$ cat src/hw/rtl/mqf_fifo.sv
// Small register-based FIFO, used for the command queue and the result queue.
// Depends on nothing outside this file.
module mqf_fifo #(
  parameter int WIDTH = 8,
  parameter int DEPTH = 2
) (
  input  logic                       clk,
  input  logic                       rst_n,
  input  logic                       push,
  input  logic [WIDTH-1:0]           wdata,
  output logic                       full,
  input  logic                       pop,
  output logic [WIDTH-1:0]           rdata,
  output logic                       empty,
  output logic [$clog2(DEPTH+1)-1:0] count
);

  localparam int PW = (DEPTH > 1) ? $clog2(DEPTH) : 1;
  localparam int CW = $clog2(DEPTH+1);

  logic [WIDTH-1:0] mem_r [DEPTH];
  logic [PW-1:0]    wp_r, wp_nxt;
  logic [PW-1:0]    rp_r, rp_nxt;
  logic [CW-1:0]    cnt_r, cnt_nxt;
  logic             do_push, do_pop;

  assign full    = (cnt_r == CW'(DEPTH));
  assign empty   = (cnt_r == '0);
  assign count   = cnt_r;
  assign rdata   = mem_r[rp_r];
  assign do_push = push && !full;
  assign do_pop  = pop && !empty;

  always_comb begin
    wp_nxt  = wp_r;
    rp_nxt  = rp_r;
    cnt_nxt = cnt_r;
    if (do_push) begin
      wp_nxt = (wp_r == PW'(DEPTH-1)) ? '0 : wp_r + PW'(1);
    end
    if (do_pop) begin
      rp_nxt = (rp_r == PW'(DEPTH-1)) ? '0 : rp_r + PW'(1);
    end
    case ({do_push, do_pop})
      2'b10:   cnt_nxt = cnt_r + CW'(1);
      2'b01:   cnt_nxt = cnt_r - CW'(1);
      default: cnt_nxt = cnt_r;
    endcase
  end

  always_ff @(posedge clk) begin
    if (!rst_n) begin
      wp_r  <= '0;
      rp_r  <= '0;
      cnt_r <= '0;
    end else begin
      wp_r  <= wp_nxt;
      rp_r  <= rp_nxt;
      cnt_r <= cnt_nxt;
    end
  end

  always_ff @(posedge clk) begin
    if (do_push) begin
      mem_r[wp_r] <= wdata;
    end
  end

endmodule

$ cat config.mk
export PLATFORM = sky130hd
export DESIGN_NAME = mqf_fifo
export DESIGN_NICKNAME = d
export VERILOG_FILES = /design/src/hw/rtl/mqf_fifo.sv
export SDC_FILE = /design/constraint.sdc
export NUM_CORES = 1
export LEC_CHECK = 0
export ABC_AREA = 1
export CAP_MARGIN = 10
export CELL_PAD_IN_SITES_DETAIL_PLACEMENT = 1
export CELL_PAD_IN_SITES_GLOBAL_PLACEMENT = 1
export CORE_UTILIZATION = 49
export DETAILED_ROUTE_END_ITERATION = 12
export DONT_BUFFER_PORTS = 1
export GPL_TIMING_DRIVEN = 0
export PLACE_DENSITY = 0.75
export SYNTH_ARGS = -nofsm -noshare
export SYNTH_HDL_FRONTEND = slang
export SYNTH_SLANG_ARGS = --single-unit
$ cat constraint.sdc
create_clock -name clk -period 2.9 [get_ports clk]
set_input_delay 0.145 -clock clk [delete_from_list [all_inputs] [get_ports clk]]
set_output_delay 0.145 -clock clk [all_outputs]
set_load 0.005 [all_outputs]
==> results_dict.tcl, run 1 <==
set metrics [dict create \
    place.detailed.hpwl_um 913.5 \
    n_fill_cell 169 \
    arrival_ns 1.62 \
    clk_pin_slew_ns 0.11 \
    synth_cells 65 \
    tightest_slew_ns 0.6785 \
    coreArea_um2 1559 \
    synth-xor-area-share_pct 0 \
    clk_latency_ns 0.29 \
    post_cts_resized 0 \
    finalPower_uw 688.5 \
    hold_viol_final 0 \
    pwr-share-seq_pct 56.8 \
    fmax_ghz 0.5932 \
    placed_area_um2 859.6 \
    grt_use_total_pct 16.25 \
    synth_mux_area_share_pct 10.73 \
    synth_compound_area_share_pct 1.192 \
    routed_via_density 5.234 \
    cts.sinks 21 \
    combPwrFrac_pct 23.8 \
    final_cell_area_um2 975.9 \
    synthAdderAreaFrac_pct 1.490 \
    hold_class "primary input to register" \
    final_layout_size_suffix_gt1_share_pct 24.36 \
    rows 14 \
    clk_path_buf_depth 2 \
    syn_area_um2 839.6 \
    die_y_um 43.39 \
    grt_max_degree 12 \
    diodes 0 \
    tns_ns 0 \
    critPathLaunchType "register" \
    fin_hold_ws_ns 0.06576 \
    wl_per_cell_um 14.00 \
    ys_seq_area_share_pct 69.15 \
    status "complete, but fails checks" \
    worst-setup-path-type "register to register" \
    die_w_um 43.39 \
    synthSimpleGateAreaFrac_pct 12.82 \
    worstPathRequired_ns 2.83 \
    seq_area_um2 580.6 \
    pwr-share-clk_pct 19.3 \
    violations "DRC" \
    syn_area_per_cell_um2 12.92 \
    powerDensity_nw_per_um2 705.4 \
    syn2layout_area_growth_pct 16.24 \
    drc 4 \
    power.leakage_nw 0.3812 \
    met2_usage_pct 30.30 \
    p_int_uw 489.4 \
    rsz0062_at_grt "false" \
    grt_pass1_wl_mm 2.125 \
    worstSetupEndpointType "register" \
    crit_fanout 8 \
    start_util_pct 53.85 \
    switching_share_pct 28.92 \
    dp_cells 81 \
    num_vias 492 \
    multi_input_area_um2 220.2 \
    dr.pass1.iters 7 \
    synth_warnings 0 \
    min_period_ns 1.686 \
    setup_violations 0 \
    cap_violations 0 \
    busiest_layer "met2" \
    ir_worst_vdd_uv 454.6 \
    cts_max_level 1 \
    synth_cell_types 16 \
    synth_top_family_by_area "simple AND/OR/NAND/NOR gates" \
    cts_root_buffer "clkbuf_4" \
    mappedNetlistNets 78 \
    gr-total-overflow 0 \
    fp.dieArea_um2 1883 \
    finalWirelength_mm 1.316 \
    io_buffer_count 0 \
    grt_pass1_vias 487 \
    cts_buffers 3 \
    fin_cells 94 \
    antenna_found_initial 0 \
    ys_seq_elements 21 \
    switchingPower_uw 199.1 \
    ios 24 \
    slew_violations 0 \
    gp_congestion 0.6061 \
    finalNetCount 92 \
    fin_crit_sh_pct 58.13 \
    use_met3_pct 3.750 \
    cts_tree "yes" \
    detail-route-antenna-nets 0 \
    relSlewSlack_pct 54.60 \
    final.setup_skew_ns 0.007414 \
    drt_iter0_markers 7 \
    use_met1_pct 17.18 \
    setup_ws_ns 1.214 \
    dp_slack_ns 1.241 \
    fin_util_pct 62.60 \
]
state kept, by name (all words and copies together), names as in the netlist, named ones only:
signal  cells
count       2
rp_r        1
mem_r      16
wp_r        1
power by group through the flow:
stage | Combinational, mW | Clock, mW | Sequential, mW
3_3_place_gp | 0.151 | 0 | 0.396
3_5_place_dp | 0.154 | 0 | 0.399
6_report | 0.164 | 0.133 | 0.391
5_1_grt | 0.185 | 0.151 | 0.396
2_1_floorplan | 0.131 | 0 | 0.392
4_1_cts | 0.167 | 0.140 | 0.391
repair_timing:
| action | 4_1_cts | 5_1_grt |
|---|---|---|
| hold endpoints to repair | 21 | 0 |
| hold buffers | 9 | 0 |
| buffers inserted | 0 | 0 |
synth_stat cells:
cell	number	area, um2
a21oi_1	1	5.000
nor2_2	3	18.77
nand2_2	1	6.260
mux2_2	8	90.09
o21ai_0	1	5.000
buf_2	1	5.000
nand2_1	7	26.28
inv_1	7	26.28
nand4_1	1	6.260
nor2_4	1	11.26
nor2_1	9	33.78
edfxtp_1	16	480.5
dfxtp_1	5	100.1
inv_2	2	7.510
ha_1	1	12.51
nand3_1	1	5.000
path summary, 6_finish.rpt:
path                               start          end  slack, ns  cells after the start
worst max-delay path            count[0]  mem_r[0][2]       1.21                      4
worst min-delay path                 pop     register       0.07                      3
worst max register to register  count[0]  mem_r[0][2]       1.21                      4
worst min register to register      rp_r     register       0.51                      2
metal layers:
layer | vias up | wire, um
met5 | - | 0
met4 | 0 | 0
met3 | 0 | 67
met2 | 14 | 732
met1 | 236 | 516
li1 | 242 | -
final cells by class:
cell class	count	area share (%)
buffer	1	0.5128
clock buffer	4	2.692
inverter	9	3.462
multi-input combinational	34	22.56
sequential	21	59.49
tap	16	2.051
timing repair buffer	9	9.231
logic make-up (layout without fill, tap and decap cells):
group | count (synthesis) | count (layout)
and+or+nand+nor | 23 | 23
DFF | 21 | 21
buffers and inverters | 10 | 23
muxes | 8 | 8
AOI/OAI and AO/OA | 2 | 2
adders and majority gates | 1 | 1
cells in the final DEF, fill, tap and decap left out, drive strengths merged:
cell,synthesis,final
a21oi,1,1
buf,1,1
clkbuf,0,4
dfxtp,5,5
dlygate4sd3,0,9
edfxtp,16,16
ha,1,1
inv,9,9
mux2,8,8
nand2,8,8
nand3,1,1
nand4,1,1
nor2,13,13
o21ai,1,1
worst max-delay path, cell delays in order (launching register included):
cell     delay, ns
dfxtp_1       0.48
nor2_2        0.10
nor2_2        0.15
inv_1         0.08
nor2_1        0.53
Note: power is estimated with default switching activity, not from simulation.
==> run 2, diff against run 1 <==
- CORE_UTILIZATION: 49 -> 46
- PLACE_DENSITY: 0.75 -> 0.71
- clock period: 2.9 -> 1.6 ns (I/O delays scaled with it)
==> results_dict.tcl, run 2 (synthesized netlist as in run 1, its figures left out) <==
set metrics [dict create \
    crit_slowest_cell "dfxtp_1" \
    cts_tree "yes" \
    arrival_ns 1.72 \
    mostFrequentLayoutCell "edfxtp_1" \
    post_cts_buffers 0 \
    relSlewSlack_pct 72.17 \
    worstPathRequired_ns 1.85 \
    gr-total-overflow 0 \
    worstSetupEndpointType "register" \
    rows 15 \
    rsz0062_at_grt "false" \
    crit_buf_inv 3 \
    grt_pass1_wl_mm 2.152 \
    syn2layout_area_growth_pct 19.37 \
    fmax_ghz 0.6817 \
    gp_congestion 0.5785 \
    crit_fanout 4 \
    largest_reg_flops 16 \
    pwr-share-seq_pct 56.3 \
    cts_max_level 1 \
    finalWirelength_mm 1.440 \
    clk_latency_ns 0.30 \
    n_fill_cell 188 \
    die_w_um 44.72 \
    fin_crit_sh_pct 91.68 \
    finalNetCount 93 \
    placed_area_um2 870.8 \
    critPathLaunchType "register" \
    final_cell_area_um2 1002 \
    drc 0 \
    cpPeakStageDelay_ns 0.36 \
    clk_path_buf_depth 2 \
    setup_ws_ns 0.1331 \
    cts.sinks 21 \
    worst-setup-path-type "register to register" \
    combPwrFrac_pct 23.9 \
    p_int_uw 888.2 \
    clk_pin_slew_ns 0.11 \
    hold_viol_final 0 \
    cts_root_buffer "clkbuf_4" \
    cts_buffers 3 \
    wl_met1_um 578 \
    detail-route-antenna-nets 0 \
    power.leakage_nw 0.3884 \
    slew_violations 0 \
    crit_chain "inv_1 > nor2_2 > nor2_2 > inv_1 > ha_1 > inv_1 > nand2_1 > nor2_1 > nor2_1 > nor2_1" \
    switchingPower_uw 373.8 \
    setup_violations 0 \
    antenna_found_initial 0 \
    dp_slack_ns -0.05853 \
    grt_use_total_pct 16.35 \
    place.detailed.hpwl_um 933.6 \
    tns_ns 0 \
    finalPower_mw 1.262 \
    final_layout_size_suffix_gt1_share_pct 27.85 \
    final.setup_skew_ns 0.002786 \
    pwr-share-clk_pct 19.8 \
    fp.dieArea_um2 2000 \
    start_util_pct 48.62 \
    top_register "mem_r" \
    highest_layer "met4" \
    wl_met2_um 744 \
    switching_share_pct 29.62 \
    dr_wl_met3_um 83 \
    hold_class "primary input to register" \
    grt_pass1_vias 503 \
    cap_violations 0 \
    most-common-layout-cells "edfxtp_1, dlygate4sd3_1, mux2_2, nor2_1" \
    routed_via_density 4.827 \
    num_vias 502 \
    ios 24 \
    dr.pass1.iters 1 \
    diodes 0 \
    status "finished, final reports clean" \
    drt_iter0_markers 0 \
    grt_max_degree 13 \
    io_buffer_count 0 \
    min_period_ns 1.467 \
    coreArea_um2 1727 \
    ir_worst_vdd_uv 692.2 \
    die_y_um 44.72 \
    wl_per_cell_um 13.85 \
    tightest_slew_ns 0.4170 \
    powerDensity_nw_per_um2 1259 \
    crit_family "simple AND/OR/NAND/NOR gates" \
]
## run 2: area by class of cell
type | instances | area [um2] | share of cell area (%)
inverters | 9 | 33.78 | 3.371
repair buffers | 10 | 100.1 | 9.988
well taps | 25 | 31.28 | 3.121
clock buffers | 3 | 22.52 | 2.247
multi-input cells | 34 | 222.7 | 22.22
plain buffers | 1 | 5.005 | 0.4994
clock inverters | 1 | 5.005 | 0.4994
flip-flops and latches | 21 | 581.8 | 58.05
## run 2: worst paths after layout
kind,startpoint,endpoint,slack [ns],cells past startpoint
worst max-delay path,count[1],count[1],0.13,10
worst min-delay path,push,wp_r,0.03,4
worst max register to register,count[1],count[1],0.13,10
worst min register to register,rp_r,register,0.52,2
## run 2: power groups by stage
stage                     Combinational [mW]  Clock, mW  Sequential [mW]
after floorplan                        0.237          0            0.711
after global routing                   0.335      0.275            0.723
after CTS                              0.307      0.254            0.709
after global placement                 0.274          0            0.718
after detailed placement               0.280          0            0.723
final                                  0.302      0.250            0.710
## run 2: what timing repair did
item,4_1_cts,5_1_grt
hold endpoints to repair,21,0
endpoints found under the setup margin,8,5
gates resized for setup,1,1
hold buffers,10,0
## run 2: worst reg2reg max path, cell delays in order (launching register included)
cell and delay (ns):
dfxtp_1 0.36, inv_1 0.11, nor2_2 0.06, nor2_2 0.13, inv_1 0.09, ha_1 0.32
inv_1 0.08, nand2_1 0.05, nor2_1 0.08, nor2_1 0.04, nor2_1 0.09
## run 2: metrics by stage
step	hold slack, ns	std cells	utilization [%]
6_report	0.03265	104	58.04
4_1_cts	0.02756	104	57.97
2_1_floorplan	0.1789	65	-
3_5_place_dp	0.1789	90	50.43
5_1_grt	0.06174	104	58.04
3_3_place_gp	0.1789	90	50.43
## run 2: metal layers
metal / track usage (%) / vias to the layer above
li1: - / 247
met1: 16.67 / 232
met2: 29.12 / 18
met3: 4.400 / 5
met4: 10.91 / 0
met5: 0 / -
