[src/hw/rtl/mqf_pkg.sv]
// Shared types and constants for the multi-queue FIFO manager.
// Used by every module of the block except mqf_fifo; depends on nothing.
package mqf_pkg;

  // Defaults of the top-level parameters.
  localparam int NUM_QUEUES_DEF = 4;
  localparam int MAX_DEPTH_DEF  = 64;
  localparam int DATA_WIDTH_DEF = 32;

  // Fixed widths of the register file and of the transaction fields.
  localparam int EN_W       = 4;
  localparam int NUM_CAP    = 4;
  localparam int CAP_W      = 7;
  localparam int QID_W      = 3;
  localparam int IO_DATA_W  = 32;
  localparam int STATUS_W   = 2;
  localparam int CFG_IDX_W  = 3;
  localparam int CFG_DATA_W = 7;

  localparam logic [CAP_W-1:0] DEFAULT_CAP = CAP_W'(32);

  // Depths of the internal queues.
  localparam int CMDQ_DEPTH = 2;
  localparam int OUTQ_DEPTH = 4;

  // Request types.
  localparam logic REQ_PUT = 1'b0;
  localparam logic REQ_GET = 1'b1;

  // Result status codes.
  localparam logic [STATUS_W-1:0] ST_OK      = 2'd0;
  localparam logic [STATUS_W-1:0] ST_INVALID = 2'd1;
  localparam logic [STATUS_W-1:0] ST_FULL    = 2'd2;
  localparam logic [STATUS_W-1:0] ST_EMPTY   = 2'd3;

  // Register indexes.
  localparam logic [CFG_IDX_W-1:0] CFG_ENABLE = 3'd0;
  localparam logic [CFG_IDX_W-1:0] CFG_CAP0   = 3'd1;
  localparam logic [CFG_IDX_W-1:0] CFG_CAP1   = 3'd2;
  localparam logic [CFG_IDX_W-1:0] CFG_CAP2   = 3'd3;
  localparam logic [CFG_IDX_W-1:0] CFG_CAP3   = 3'd4;

  // Control part of a command handed from the front end to the back end.
  typedef struct packed {
    logic                wr;
    logic                rd;
    logic [STATUS_W-1:0] status;
  } cmd_ctl_t;

  localparam int CTL_W = $bits(cmd_ctl_t);

  // A capacity register of zero selects the default capacity.
  function automatic logic [CAP_W-1:0] eff_cap(input logic [CAP_W-1:0] c);
    return (c == '0) ? DEFAULT_CAP : c;
  endfunction

endpackage

[src/hw/rtl/mqf_front.sv]
// Front end: register file, per-queue pointers and counters, request classification.
// Depends on mqf_pkg; issues one command per accepted transaction.
module mqf_front import mqf_pkg::*; #(
  parameter int NUM_QUEUES = NUM_QUEUES_DEF,
  parameter int MAX_DEPTH  = MAX_DEPTH_DEF,
  parameter int DATA_WIDTH = DATA_WIDTH_DEF,
  parameter int ADDR_W     = 8
) (
  input  logic                  clk,
  input  logic                  rst_n,
  input  logic                  cfg_we,
  input  logic [CFG_IDX_W-1:0]  cfg_index,
  input  logic [CFG_DATA_W-1:0] cfg_data,
  input  logic                  accept,
  input  logic                  in_req_type,
  input  logic [QID_W-1:0]      in_queue_id,
  input  logic [IO_DATA_W-1:0]  in_put_data,
  output cmd_ctl_t              cmd_ctl,
  output logic [ADDR_W-1:0]     cmd_addr,
  output logic [DATA_WIDTH-1:0] cmd_data
);

  // Only queues that have an enable bit can ever be created.
  localparam int NQ  = (NUM_QUEUES < EN_W) ? NUM_QUEUES : EN_W;
  localparam int QW  = (NQ > 1) ? $clog2(NQ) : 1;
  localparam int NQE = 2 ** QW;
  localparam int AW  = $clog2(MAX_DEPTH);
  localparam int IW  = ((AW > CAP_W) ? AW : CAP_W) + 1;

  logic [EN_W-1:0]  enable_r, enable_nxt;
  logic [CAP_W-1:0] cap_cfg_r [NUM_CAP];
  logic [CAP_W-1:0] cap_cfg_nxt [NUM_CAP];
  logic [NQE-1:0]   live_r, live_nxt;
  logic [CAP_W-1:0] cap_live_r [NQE];
  logic [CAP_W-1:0] cap_live_nxt [NQE];
  logic [AW-1:0]    head_r [NQE];
  logic [AW-1:0]    head_nxt [NQE];
  logic [AW-1:0]    tail_r [NQE];
  logic [AW-1:0]    tail_nxt [NQE];
  logic [CAP_W-1:0] fill_r [NQE];
  logic [CAP_W-1:0] fill_nxt [NQE];

  logic [QW-1:0]    qidx;
  logic             q_ok;
  logic             is_full, is_empty;
  logic [AW-1:0]    idx_sel;
  logic [31:0]      addr_full;

  function automatic logic [AW-1:0] ring_inc(input logic [AW-1:0] i,
                                             input logic [CAP_W-1:0] c);
    logic [IW-1:0] n;
    n = IW'(i) + IW'(1);
    return (n == IW'(c)) ? '0 : n[AW-1:0];
  endfunction

  assign qidx     = in_queue_id[QW-1:0];
  assign q_ok     = (in_queue_id < QID_W'(NQ)) && live_r[qidx];
  assign is_full  = (fill_r[qidx] >= cap_live_r[qidx]);
  assign is_empty = (fill_r[qidx] == '0);
  assign idx_sel  = (in_req_type == REQ_PUT) ? tail_r[qidx] : head_r[qidx];

  // Queue q owns the words starting at q times the maximum depth.
  assign addr_full = 32'(qidx) * 32'(MAX_DEPTH) + 32'(idx_sel);
  assign cmd_addr  = addr_full[ADDR_W-1:0];
  assign cmd_data  = DATA_WIDTH'(in_put_data);

  always_comb begin
    cmd_ctl.wr     = 1'b0;
    cmd_ctl.rd     = 1'b0;
    cmd_ctl.status = ST_OK;
    if (!q_ok) begin
      cmd_ctl.status = ST_INVALID;
    end else if (in_req_type == REQ_PUT) begin
      if (is_full) begin
        cmd_ctl.status = ST_FULL;
      end else begin
        cmd_ctl.wr = 1'b1;
      end
    end else begin
      if (is_empty) begin
        cmd_ctl.status = ST_EMPTY;
      end else begin
        cmd_ctl.rd = 1'b1;
      end
    end
  end

  always_comb begin
    enable_nxt   = enable_r;
    cap_cfg_nxt  = cap_cfg_r;
    live_nxt     = live_r;
    cap_live_nxt = cap_live_r;
    head_nxt     = head_r;
    tail_nxt     = tail_r;
    fill_nxt     = fill_r;
    if (cfg_we) begin
      unique case (cfg_index)
        CFG_ENABLE: begin
          enable_nxt = cfg_data[EN_W-1:0];
          for (int q = 0; q < NQE; q++) begin
            if (q < NQ) begin
              if (cfg_data[q] && !enable_r[q]) begin
                // Creation samples the capacity and empties the queue.
                head_nxt[q] = '0;
                tail_nxt[q] = '0;
                fill_nxt[q] = '0;
                if (32'(eff_cap(cap_cfg_r[q])) <= 32'(MAX_DEPTH)) begin
                  live_nxt[q]     = 1'b1;
                  cap_live_nxt[q] = eff_cap(cap_cfg_r[q]);
                end else begin
                  live_nxt[q]     = 1'b0;
                  cap_live_nxt[q] = '0;
                end
              end else if (!cfg_data[q] && enable_r[q]) begin
                live_nxt[q] = 1'b0;
              end
            end
          end
        end
        CFG_CAP0: cap_cfg_nxt[0] = cfg_data[CAP_W-1:0];
        CFG_CAP1: cap_cfg_nxt[1] = cfg_data[CAP_W-1:0];
        CFG_CAP2: cap_cfg_nxt[2] = cfg_data[CAP_W-1:0];
        CFG_CAP3: cap_cfg_nxt[3] = cfg_data[CAP_W-1:0];
        default: ;
      endcase
    end else if (accept) begin
      if (cmd_ctl.wr) begin
        tail_nxt[qidx] = ring_inc(tail_r[qidx], cap_live_r[qidx]);
        fill_nxt[qidx] = fill_r[qidx] + CAP_W'(1);
      end else if (cmd_ctl.rd) begin
        head_nxt[qidx] = ring_inc(head_r[qidx], cap_live_r[qidx]);
        fill_nxt[qidx] = fill_r[qidx] - CAP_W'(1);
      end
    end
  end

  always_ff @(posedge clk) begin
    if (!rst_n) begin
      enable_r <= '0;
      live_r   <= '0;
      for (int i = 0; i < NUM_CAP; i++) begin
        cap_cfg_r[i] <= '0;
      end
      for (int q = 0; q < NQE; q++) begin
        cap_live_r[q] <= '0;
        head_r[q]     <= '0;
        tail_r[q]     <= '0;
        fill_r[q]     <= '0;
      end
    end else begin
      enable_r   <= enable_nxt;
      live_r     <= live_nxt;
      cap_cfg_r  <= cap_cfg_nxt;
      cap_live_r <= cap_live_nxt;
      head_r     <= head_nxt;
      tail_r     <= tail_nxt;
      fill_r     <= fill_nxt;
    end
  end

endmodule

[config.mk]
export PLATFORM = sky130hd
export DESIGN_NAME = mqf_front
export DESIGN_NICKNAME = d
export VERILOG_FILES = /design/src/hw/rtl/mqf_pkg.sv /design/src/hw/rtl/mqf_front.sv
export SDC_FILE = /design/constraint.sdc
export NUM_CORES = 1
export LEC_CHECK = 0
export ABC_AREA = 1
export BUFFER_PORTS_ARGS = -buffer_cell sky130_fd_sc_hd__buf_2
export CAP_MARGIN = 10
export CORE_ASPECT_RATIO = 0.75
export CORE_MARGIN = 2
export CORE_UTILIZATION = 60
export DETAILED_ROUTE_END_ITERATION = 12
export HOLD_SLACK_MARGIN = 0.12
export PLACE_DENSITY = 0.78
export SYNTH_ARGS = -nofsm -noshare
export SYNTH_HDL_FRONTEND = slang
export SYNTH_SLANG_ARGS = --single-unit
export TNS_END_PERCENT = 5
[constraint.sdc]
create_clock -name clk -period 3.4 [get_ports clk]
set_input_delay 0.68 -clock clk [delete_from_list [all_inputs] [get_ports clk]]
set_output_delay 0.68 -clock clk [all_outputs]
set_load 0.005 [all_outputs]
==> results.sh, run 1 <==
export IMPL_final_util_pct=67.5
export IMPL_crit_top_cell="nand2_1"
export IMPL_ys_seq_elements=140
export IMPL_grt_pass1_wl_um=39600
export IMPL_cp_end_kind="output pin"
export IMPL_setup_violations=0
export IMPL_hp_start="enable_r[1]"
export IMPL_drt_iter0_markers=969
export IMPL_cts_reportedPaths_clkPinSlew_ps=70
export IMPL_rr_startpoint="cap_live_r[1]"
export IMPL_drc=0
export IMPL_overflow=0
export IMPL_worstPathMaxFanout=10
export IMPL_post_dp_hpwl_um=17200
export IMPL_tightest_slew_ps=860
export IMPL_grt_max_degree=78
export IMPL_worstPathRequired_ps=2720
export IMPL_grt_pass1_vias=7727
export IMPL_area_growth_pct=9.85
export IMPL_worstPathCellList="buf_2, buf_4, nor2_4, buf_4, nand2_1, nand4_1, ha_1, nand2_1, o21ai_0, nand2_1, nand3_1, o21ai_0, a21oi_1, buf_2"
export IMPL_synthCells=1291
export IMPL_antenna_found_initial=0
export IMPL_max_cap_violations=0
export IMPL_dr_pass1_iters=8
export IMPL_cts_hold_buf=0
export IMPL_fin_worst_skew_ps=15.4
export IMPL_final_seq_area_sq_mm=0.00280
export IMPL_cpLargestDelayFamily="buffers and inverters"
export IMPL_hold_class="reg2reg"
export IMPL_start_util_pct=61.5
export IMPL_p_total_w=0.00396
export IMPL_yosys_top_cells_area="dfxtp_1 (33%), nand2_1 (17%), a21oi_1 (8.0%)"
export IMPL_core_sq_mm=0.0137
export IMPL_vias=8642
export IMPL_leakagePower_nw=4.12
export IMPL_root_buffer="clkbuf_16"
export IMPL_relSlewSlack_pct=42.6
export IMPL_fillers=1185
export IMPL_dieArea_sq_mm=0.0150
export IMPL_nNetsFinal=1376
export IMPL_path_buf_inv=4
export IMPL_finalCriticalPeriod_ps=3300
export IMPL_syn_area_per_cell_sq_um=6.53
export IMPL_h_tree_depth=4
export IMPL_drive_gt1_share_pct=14.0
export IMPL_placedCellCount=1457
export IMPL_clock_path_buffers=2
export IMPL_crit_path_top_delay_cell="ha_1"
export IMPL_place_congestion=0.911
export IMPL_critical_path_class="in2out"
export IMPL_clock_sinks=140
export IMPL_dp_worst_setup_slack_ps=56.1
export IMPL_ios=94
export IMPL_antenna_left=0
export IMPL_clk_latency_ps=430
export IMPL_wl_per_cell_um=16.4
export IMPL_syn_area_sq_mm=0.00842
export IMPL_hold_ws_ps=460
export IMPL_critPathMaxStageDelay_ps=360
export IMPL_async_reset_ff_share_pct=0
export IMPL_final_cells=1498
export IMPL_fin_crit_sh_pct=97.0
export IMPL_portBuffers=29
export IMPL_netlist_area_leader_share_pct=33.3
export IMPL_globalRouteTotalUtil_pct=32.9
export IMPL_wl_um=24600
export IMPL_yosysTopAreaCell="dfxtp_1"
export IMPL_synthDistinctLibCells=45
export IMPL_n_antenna_cell=0
export IMPL_irDropWorstVdd_uv=336
export IMPL_synth_flop_cell="dfxtp_1"
export IMPL_max_freq_ghz=0.303
export IMPL_synth_seq_area_share_pct=33.3
export IMPL_p_per_area_mw_per_mm2=428
export IMPL_die_w_um=141
export IMPL_tritoncts="done"
export IMPL_yosys_warnings=0
export IMPL_critPathArrivalTime_ps=2620
export IMPL_viasPerCell=5.77
export IMPL_multi_input_area_sq_mm=0.00466
export IMPL_startpoint_type="primary input"
export IMPL_cp_startpoint="in_queue_id[1]"
export IMPL_slew_violations=0
export IMPL_die_h_um=107
export IMPL_hold_viol=0
export IMPL_cts_inserted_buffers=17
export IMPL_synth_edf_count=0
export IMPL_fin_ws_ps=102
export IMPL_rows=37
export IMPL_syn_nets=1357
export IMPL_status="finished clean"
[placed cells by master (no fill, tap or decap), types with 9 or more instances in the layout]
cell,synthesis,routed
a21oi_1,135,134
buf_2,12,28
buf_4,39,57
clkbuf_16,0,17
dfxtp_1,140,140
ha_1,16,16
inv_1,83,82
inv_2,10,10
nand2_1,388,388
nand2_2,14,14
nand3_1,133,133
nand4_1,18,18
nor2_1,101,101
nor2_2,10,9
nor2_4,7,9
o21ai_0,87,87
[cell usage after synthesis (all sizes together) (2+ instances only)]
cell	n
o211ai	4
nand3	142
a22oi	3
ha	16
a21oi	138
buf	67
a22o	2
nor2	120
nand2	404
o21ai	93
o21a	3
nor3	5
inv	94
xor2	2
dfxtp	140
clkinv	4
nand4	20
clkbuf	22
a21boi	5
[per-layer routing]
metal  track usage (%)  part of all wire, %  vias to the layer above
li1                  -                    -                     4240
met2              48.0                   41                      455
met5                 0                    0                        -
met1              48.3                   46                     3879
met3              6.43                  9.9                       68
met4              12.1                  3.1                        0
[path summary, 6_finish.rpt]
path         slack [ps]           to  cells past startpoint
min                 460  enable_r[1]                      2
max reg2reg         720   fill_r[17]                     18
max                 100   cmd_ctl[1]                     14
min reg2reg         460  enable_r[1]                      2
[report_power, final]
group	leakage [nW]	internal (W)	total, W	switching, W
clock	0.291	0.00106	0.00191	0.000845
combinational	2.69	0.000110	0.000364	0.000254
sequential	1.13	0.00167	0.00169	0.0000200
[flip-flops by register name, summed over array words and instances, names as in the netlist]
| signal | flops |
|---|---|
| cap_cfg_r | 28 |
| cap_live_r | 28 |
| fill_r | 28 |
| head_r | 24 |
| tail_r | 24 |
| enable_r | 4 |
| live_r | 4 |
[through the flow]
stage | area (sq um) | setup TNS (ps)
2_1_floorplan | 8420 | 0
3_3_place_gp | 8570 | 0
3_5_place_dp | 8570 | 0
4_1_cts | 9170 | 0
5_1_grt | 9250 | -14.4
6_report | 9250 | 0
[cells by family (layout without fill, tap and decap cells)]
group                      Yosys count  count (layout)  share of synthesized area (%)
xor gates and xnor gates             3               3                          0.312
adders and majority gates           16              16                           2.38
buffers and inverters              187             218                           11.7
AOI/OAI and AO/OA                  251             251                           15.8
and+or+nand+nor                    694             695                           36.6
DFF                                140             140                           33.3
[repair_timing]
| action | CTS | global route |
|---|---|---|
| hold endpoints to repair | 0 | 0 |
| buffers inserted | 0 | 8 |
| gates resized for setup | 0 | 8 |
| setup endpoints to repair | 0 | 2 |
[area by class of cell]
class	instances	area share (%)
well taps	175	2.37
clock inverters	14	1.66
repair buffers	88	6.56
flip-flops and latches	140	30.3
inverters	98	4.06
clock buffers	18	4.75
multi-input cells	965	50.3
[worst min-delay path, cell delays in order (launching register included)]
cell and delay, ps:
dfxtp_1 300, inv_1 60, a21oi_1 60
Power figures use the tool's default switching activity.
==> inputs of run 2 (changes only) <==
--- a/config.mk
+++ b/config.mk
@@ -5,12 +5,11 @@
 export SDC_FILE = /design/constraint.sdc
 export NUM_CORES = 1
 export LEC_CHECK = 0
-export ABC_AREA = 1
 export BUFFER_PORTS_ARGS = -buffer_cell sky130_fd_sc_hd__buf_2
 export CAP_MARGIN = 10
 export CORE_ASPECT_RATIO = 0.75
 export CORE_MARGIN = 2
-export CORE_UTILIZATION = 60
+export CORE_UTILIZATION = 59
 export DETAILED_ROUTE_END_ITERATION = 12
 export HOLD_SLACK_MARGIN = 0.12
 export PLACE_DENSITY = 0.78
==> run 2 against run 1 <==
Hold slack got worse by 9.5 ps. Highest routed layer unchanged. First-iteration DRC count decreased by 31%. Synthesized area decreased by 11%.
==> results.sh, run 2 <==
export IMPL_status="finished clean"
export IMPL_critical_path_class="in2out"
export IMPL_syn_nets=839
export IMPL_start_util_pct=60.9
export IMPL_synth_seq_area_share_pct=37.3
export IMPL_final_cells=1022
export IMPL_synth_flop_cell="dfxtp_1"
export IMPL_syn_area_per_cell_sq_um=9.72
export IMPL_clkPwrFrac_pct=49.8
export IMPL_dr_wl_met2_um=9910
export IMPL_dieArea_sq_mm=0.0137
export IMPL_max_freq_ghz=0.296
export IMPL_n_antenna_cell=0
export IMPL_final_common_cell="dfxtp_1"
export IMPL_final_cell_mix="dfxtp_1 (140), buf_4 (89), nand2_1 (84)"
export IMPL_rows=35
export IMPL_critPathMaxStageDelay_ps=520
export IMPL_drt_met1_wl_um=9200
export IMPL_clock_sinks=140
export IMPL_startpoint_type="primary input"
export IMPL_antenna_left=0
export IMPL_async_reset_ff_share_pct=0
export IMPL_irDropWorstVdd_uv=390
export IMPL_netlist_area_leader_share_pct=37.3
export IMPL_fin_worst_skew_ps=8.63
export IMPL_h_tree_depth=4
export IMPL_drt_iter0_markers=672
export IMPL_dr_pass1_iters=5
export IMPL_ys_seq_elements=140
export IMPL_wl_met3_um=2040
export IMPL_worstPathCellList="buf_16, buf_8, mux4_2, inv_2, ha_1, or4b_4, o21ai_4, nand2_1, nor2_1, buf_2"
export IMPL_grt_max_degree=53
export IMPL_yosys_top_cells_area="dfxtp_1 (37%), mux4_2 (6.0%), nor2b_1 (4.7%)"
export IMPL_synthDistinctLibCells=65
export IMPL_vias=6513
export IMPL_cts_reportedPaths_clkPinSlew_ps=60
export IMPL_fin_setup_tns_ps=0
export IMPL_critPathArrivalTime_ps=2700
export IMPL_syn_area_sq_mm=0.00752
export IMPL_nNetsFinal=909
export IMPL_power_frac_seq_pct=42.7
export IMPL_ios=94
export IMPL_die_h_um=102
export IMPL_max_cap_violations=0
export IMPL_antenna_found_initial=0
export IMPL_clock_path_buffers=2
export IMPL_portBuffers=29
export IMPL_multi_input_area_sq_mm=0.00422
export IMPL_post_dp_hpwl_um=15200
export IMPL_p_sw_share_pct=24.4
export IMPL_p_per_area_mw_per_mm2=441
export IMPL_synthCells=773
export IMPL_place_congestion=0.977
export IMPL_placedCellCount=980
export IMPL_wl_um=21800
export IMPL_finalCriticalPeriod_ps=3380
export IMPL_rsz0062_at_grt="false"
export IMPL_relSlewSlack_pct=40.7
export IMPL_final_seq_area_sq_mm=0.00280
export IMPL_grt_pass1_wl_um=33500
export IMPL_globalRouteTotalUtil_pct=32.3
export IMPL_dr_max_layer_used="met4"
export IMPL_root_buffer="clkbuf_16"
export IMPL_cts_inserted_buffers=17
export IMPL_reg_top3="cap_cfg_r x28, cap_live_r x28, fill_r x28"
export IMPL_area_growth_pct=17.4
export IMPL_p_comb_share_pct=7.4
export IMPL_tightest_slew_ps=886
export IMPL_switchingPower_w=0.000950
export IMPL_synth_top_cells_by_count="dfxtp_1 (140), nand2_1 (84), nor2b_1 (57)"
export IMPL_fin_crit_sh_pct=99.4
export IMPL_slew_violations=0
export IMPL_drc=0
export IMPL_synth_edf_count=0
export IMPL_p_int_w=0.00294
export IMPL_core_sq_mm=0.0123
export IMPL_yosysMostFrequentCell="dfxtp_1"
export IMPL_clk_latency_ps=430
export IMPL_wl_per_cell_um=21.3
export IMPL_drive_gt1_share_pct=24.4
export IMPL_grt_pass1_vias=6280
export IMPL_yosys_warnings=0
export IMPL_crit_path_top_delay_cell="mux4_2"
export IMPL_worstPathMaxFanout=7
export IMPL_leakagePower_nw=3.40
export IMPL_worstPathRequired_ps=2720
export IMPL_hold_class="reg2reg"
export IMPL_yosysTopAreaCell="dfxtp_1"
export IMPL_hold_viol=0
export IMPL_viasPerCell=6.37
export IMPL_setup_violations=0
export IMPL_overflow=0
export IMPL_die_w_um=134
export IMPL_cp_end_kind="output pin"
export IMPL_tritoncts="done"
export IMPL_fillers=913
## run 2: layout make-up
| type | instances | share of cell area (%) |
|---|---|---|
| Clock inverter | 14 | 2.10 |
| Inverter | 18 | 0.766 |
| Timing Repair Buffer | 121 | 10.3 |
| Tap cell | 166 | 2.35 |
| Clock buffer | 18 | 4.86 |
| Sequential cell | 140 | 31.8 |
| Multi-Input combinational cell | 545 | 47.8 |
## run 2: layer usage
metal  GRT usage, %  vias to the layer above
met5              0                        -
met4           14.3                        0
met3           8.16                       63
met2           51.0                      386
met1           42.4                     3138
li1               -                     2926
## run 2: cell families (layout without fill, tap and decap cells)
| kind of cell | Yosys count | in the layout | synth area share (%) |
|---|---|---|---|
| AND/OR/NAND/NOR | 274 | 274 | 19.5 |
| AO/OA/AOI/OAI | 164 | 164 | 16.1 |
| flip-flops | 140 | 140 | 37.3 |
| buffers and inverters | 88 | 171 | 7.09 |
| multiplexers | 64 | 64 | 13.3 |
| XOR/XNOR | 27 | 27 | 4.10 |
| adder cells (fa/ha/maj) | 16 | 16 | 2.66 |
## run 2: final timing paths
| kind | startpoint | to | slack [ps] | cells after the start |
|---|---|---|---|---|
| worst max-delay path | in_queue_id[0] | cmd_ctl[1] | 20 | 10 |
| worst min-delay path | fill_r[24] | fill_r[24] | 450 | 2 |
| worst max register to register | cap_live_r[26] | fill_r[15] | 250 | 12 |
| worst min register to register | fill_r[24] | fill_r[24] | 450 | 2 |
## run 2: worst max-delay path: cells and delay by family
family,cells,cell delay [ps]
muxes,1,520
buffers and inverters,4,490
and+or+nand+nor,3,670
adders and majority gates,1,170
AOI/OAI and AO/OA,1,160
## run 2: repair_timing
action / 4_1_cts / 5_1_grt
endpoints found under the setup margin: 56 / 3
cloned: 0 / 1
setup buffers: 2 / 7
hold buffers: 0 / 0
gates resized for setup: 9 / 6
pin swaps: 2 / 3
## run 2: power groups by stage
stage	Sequential (W)	Combinational (W)	Clock, W
2_1_floorplan	0.00170	0.000209	0
3_3_place_gp	0.00170	0.000258	0
3_5_place_dp	0.00170	0.000265	0
4_1_cts	0.00166	0.000272	0.00195
5_1_grt	0.00166	0.000306	0.00202
6_report	0.00166	0.000289	0.00194
## run 2: metrics by stage
step	setup WS (ps)	utilization [%]	hold slack, ps	area, sq um	power (W)
4_1_cts	0.917	70.7	452	8730	0.00388
3_5_place_dp	-551	65.3	438	8070	0.00197
3_3_place_gp	-458	65.3	428	8070	0.00196
5_1_grt	7.01	71.4	470	8820	0.00399
2_1_floorplan	-42.3	-	414	7560	0.00191
6_report	21.8	71.4	450	8820	0.00389
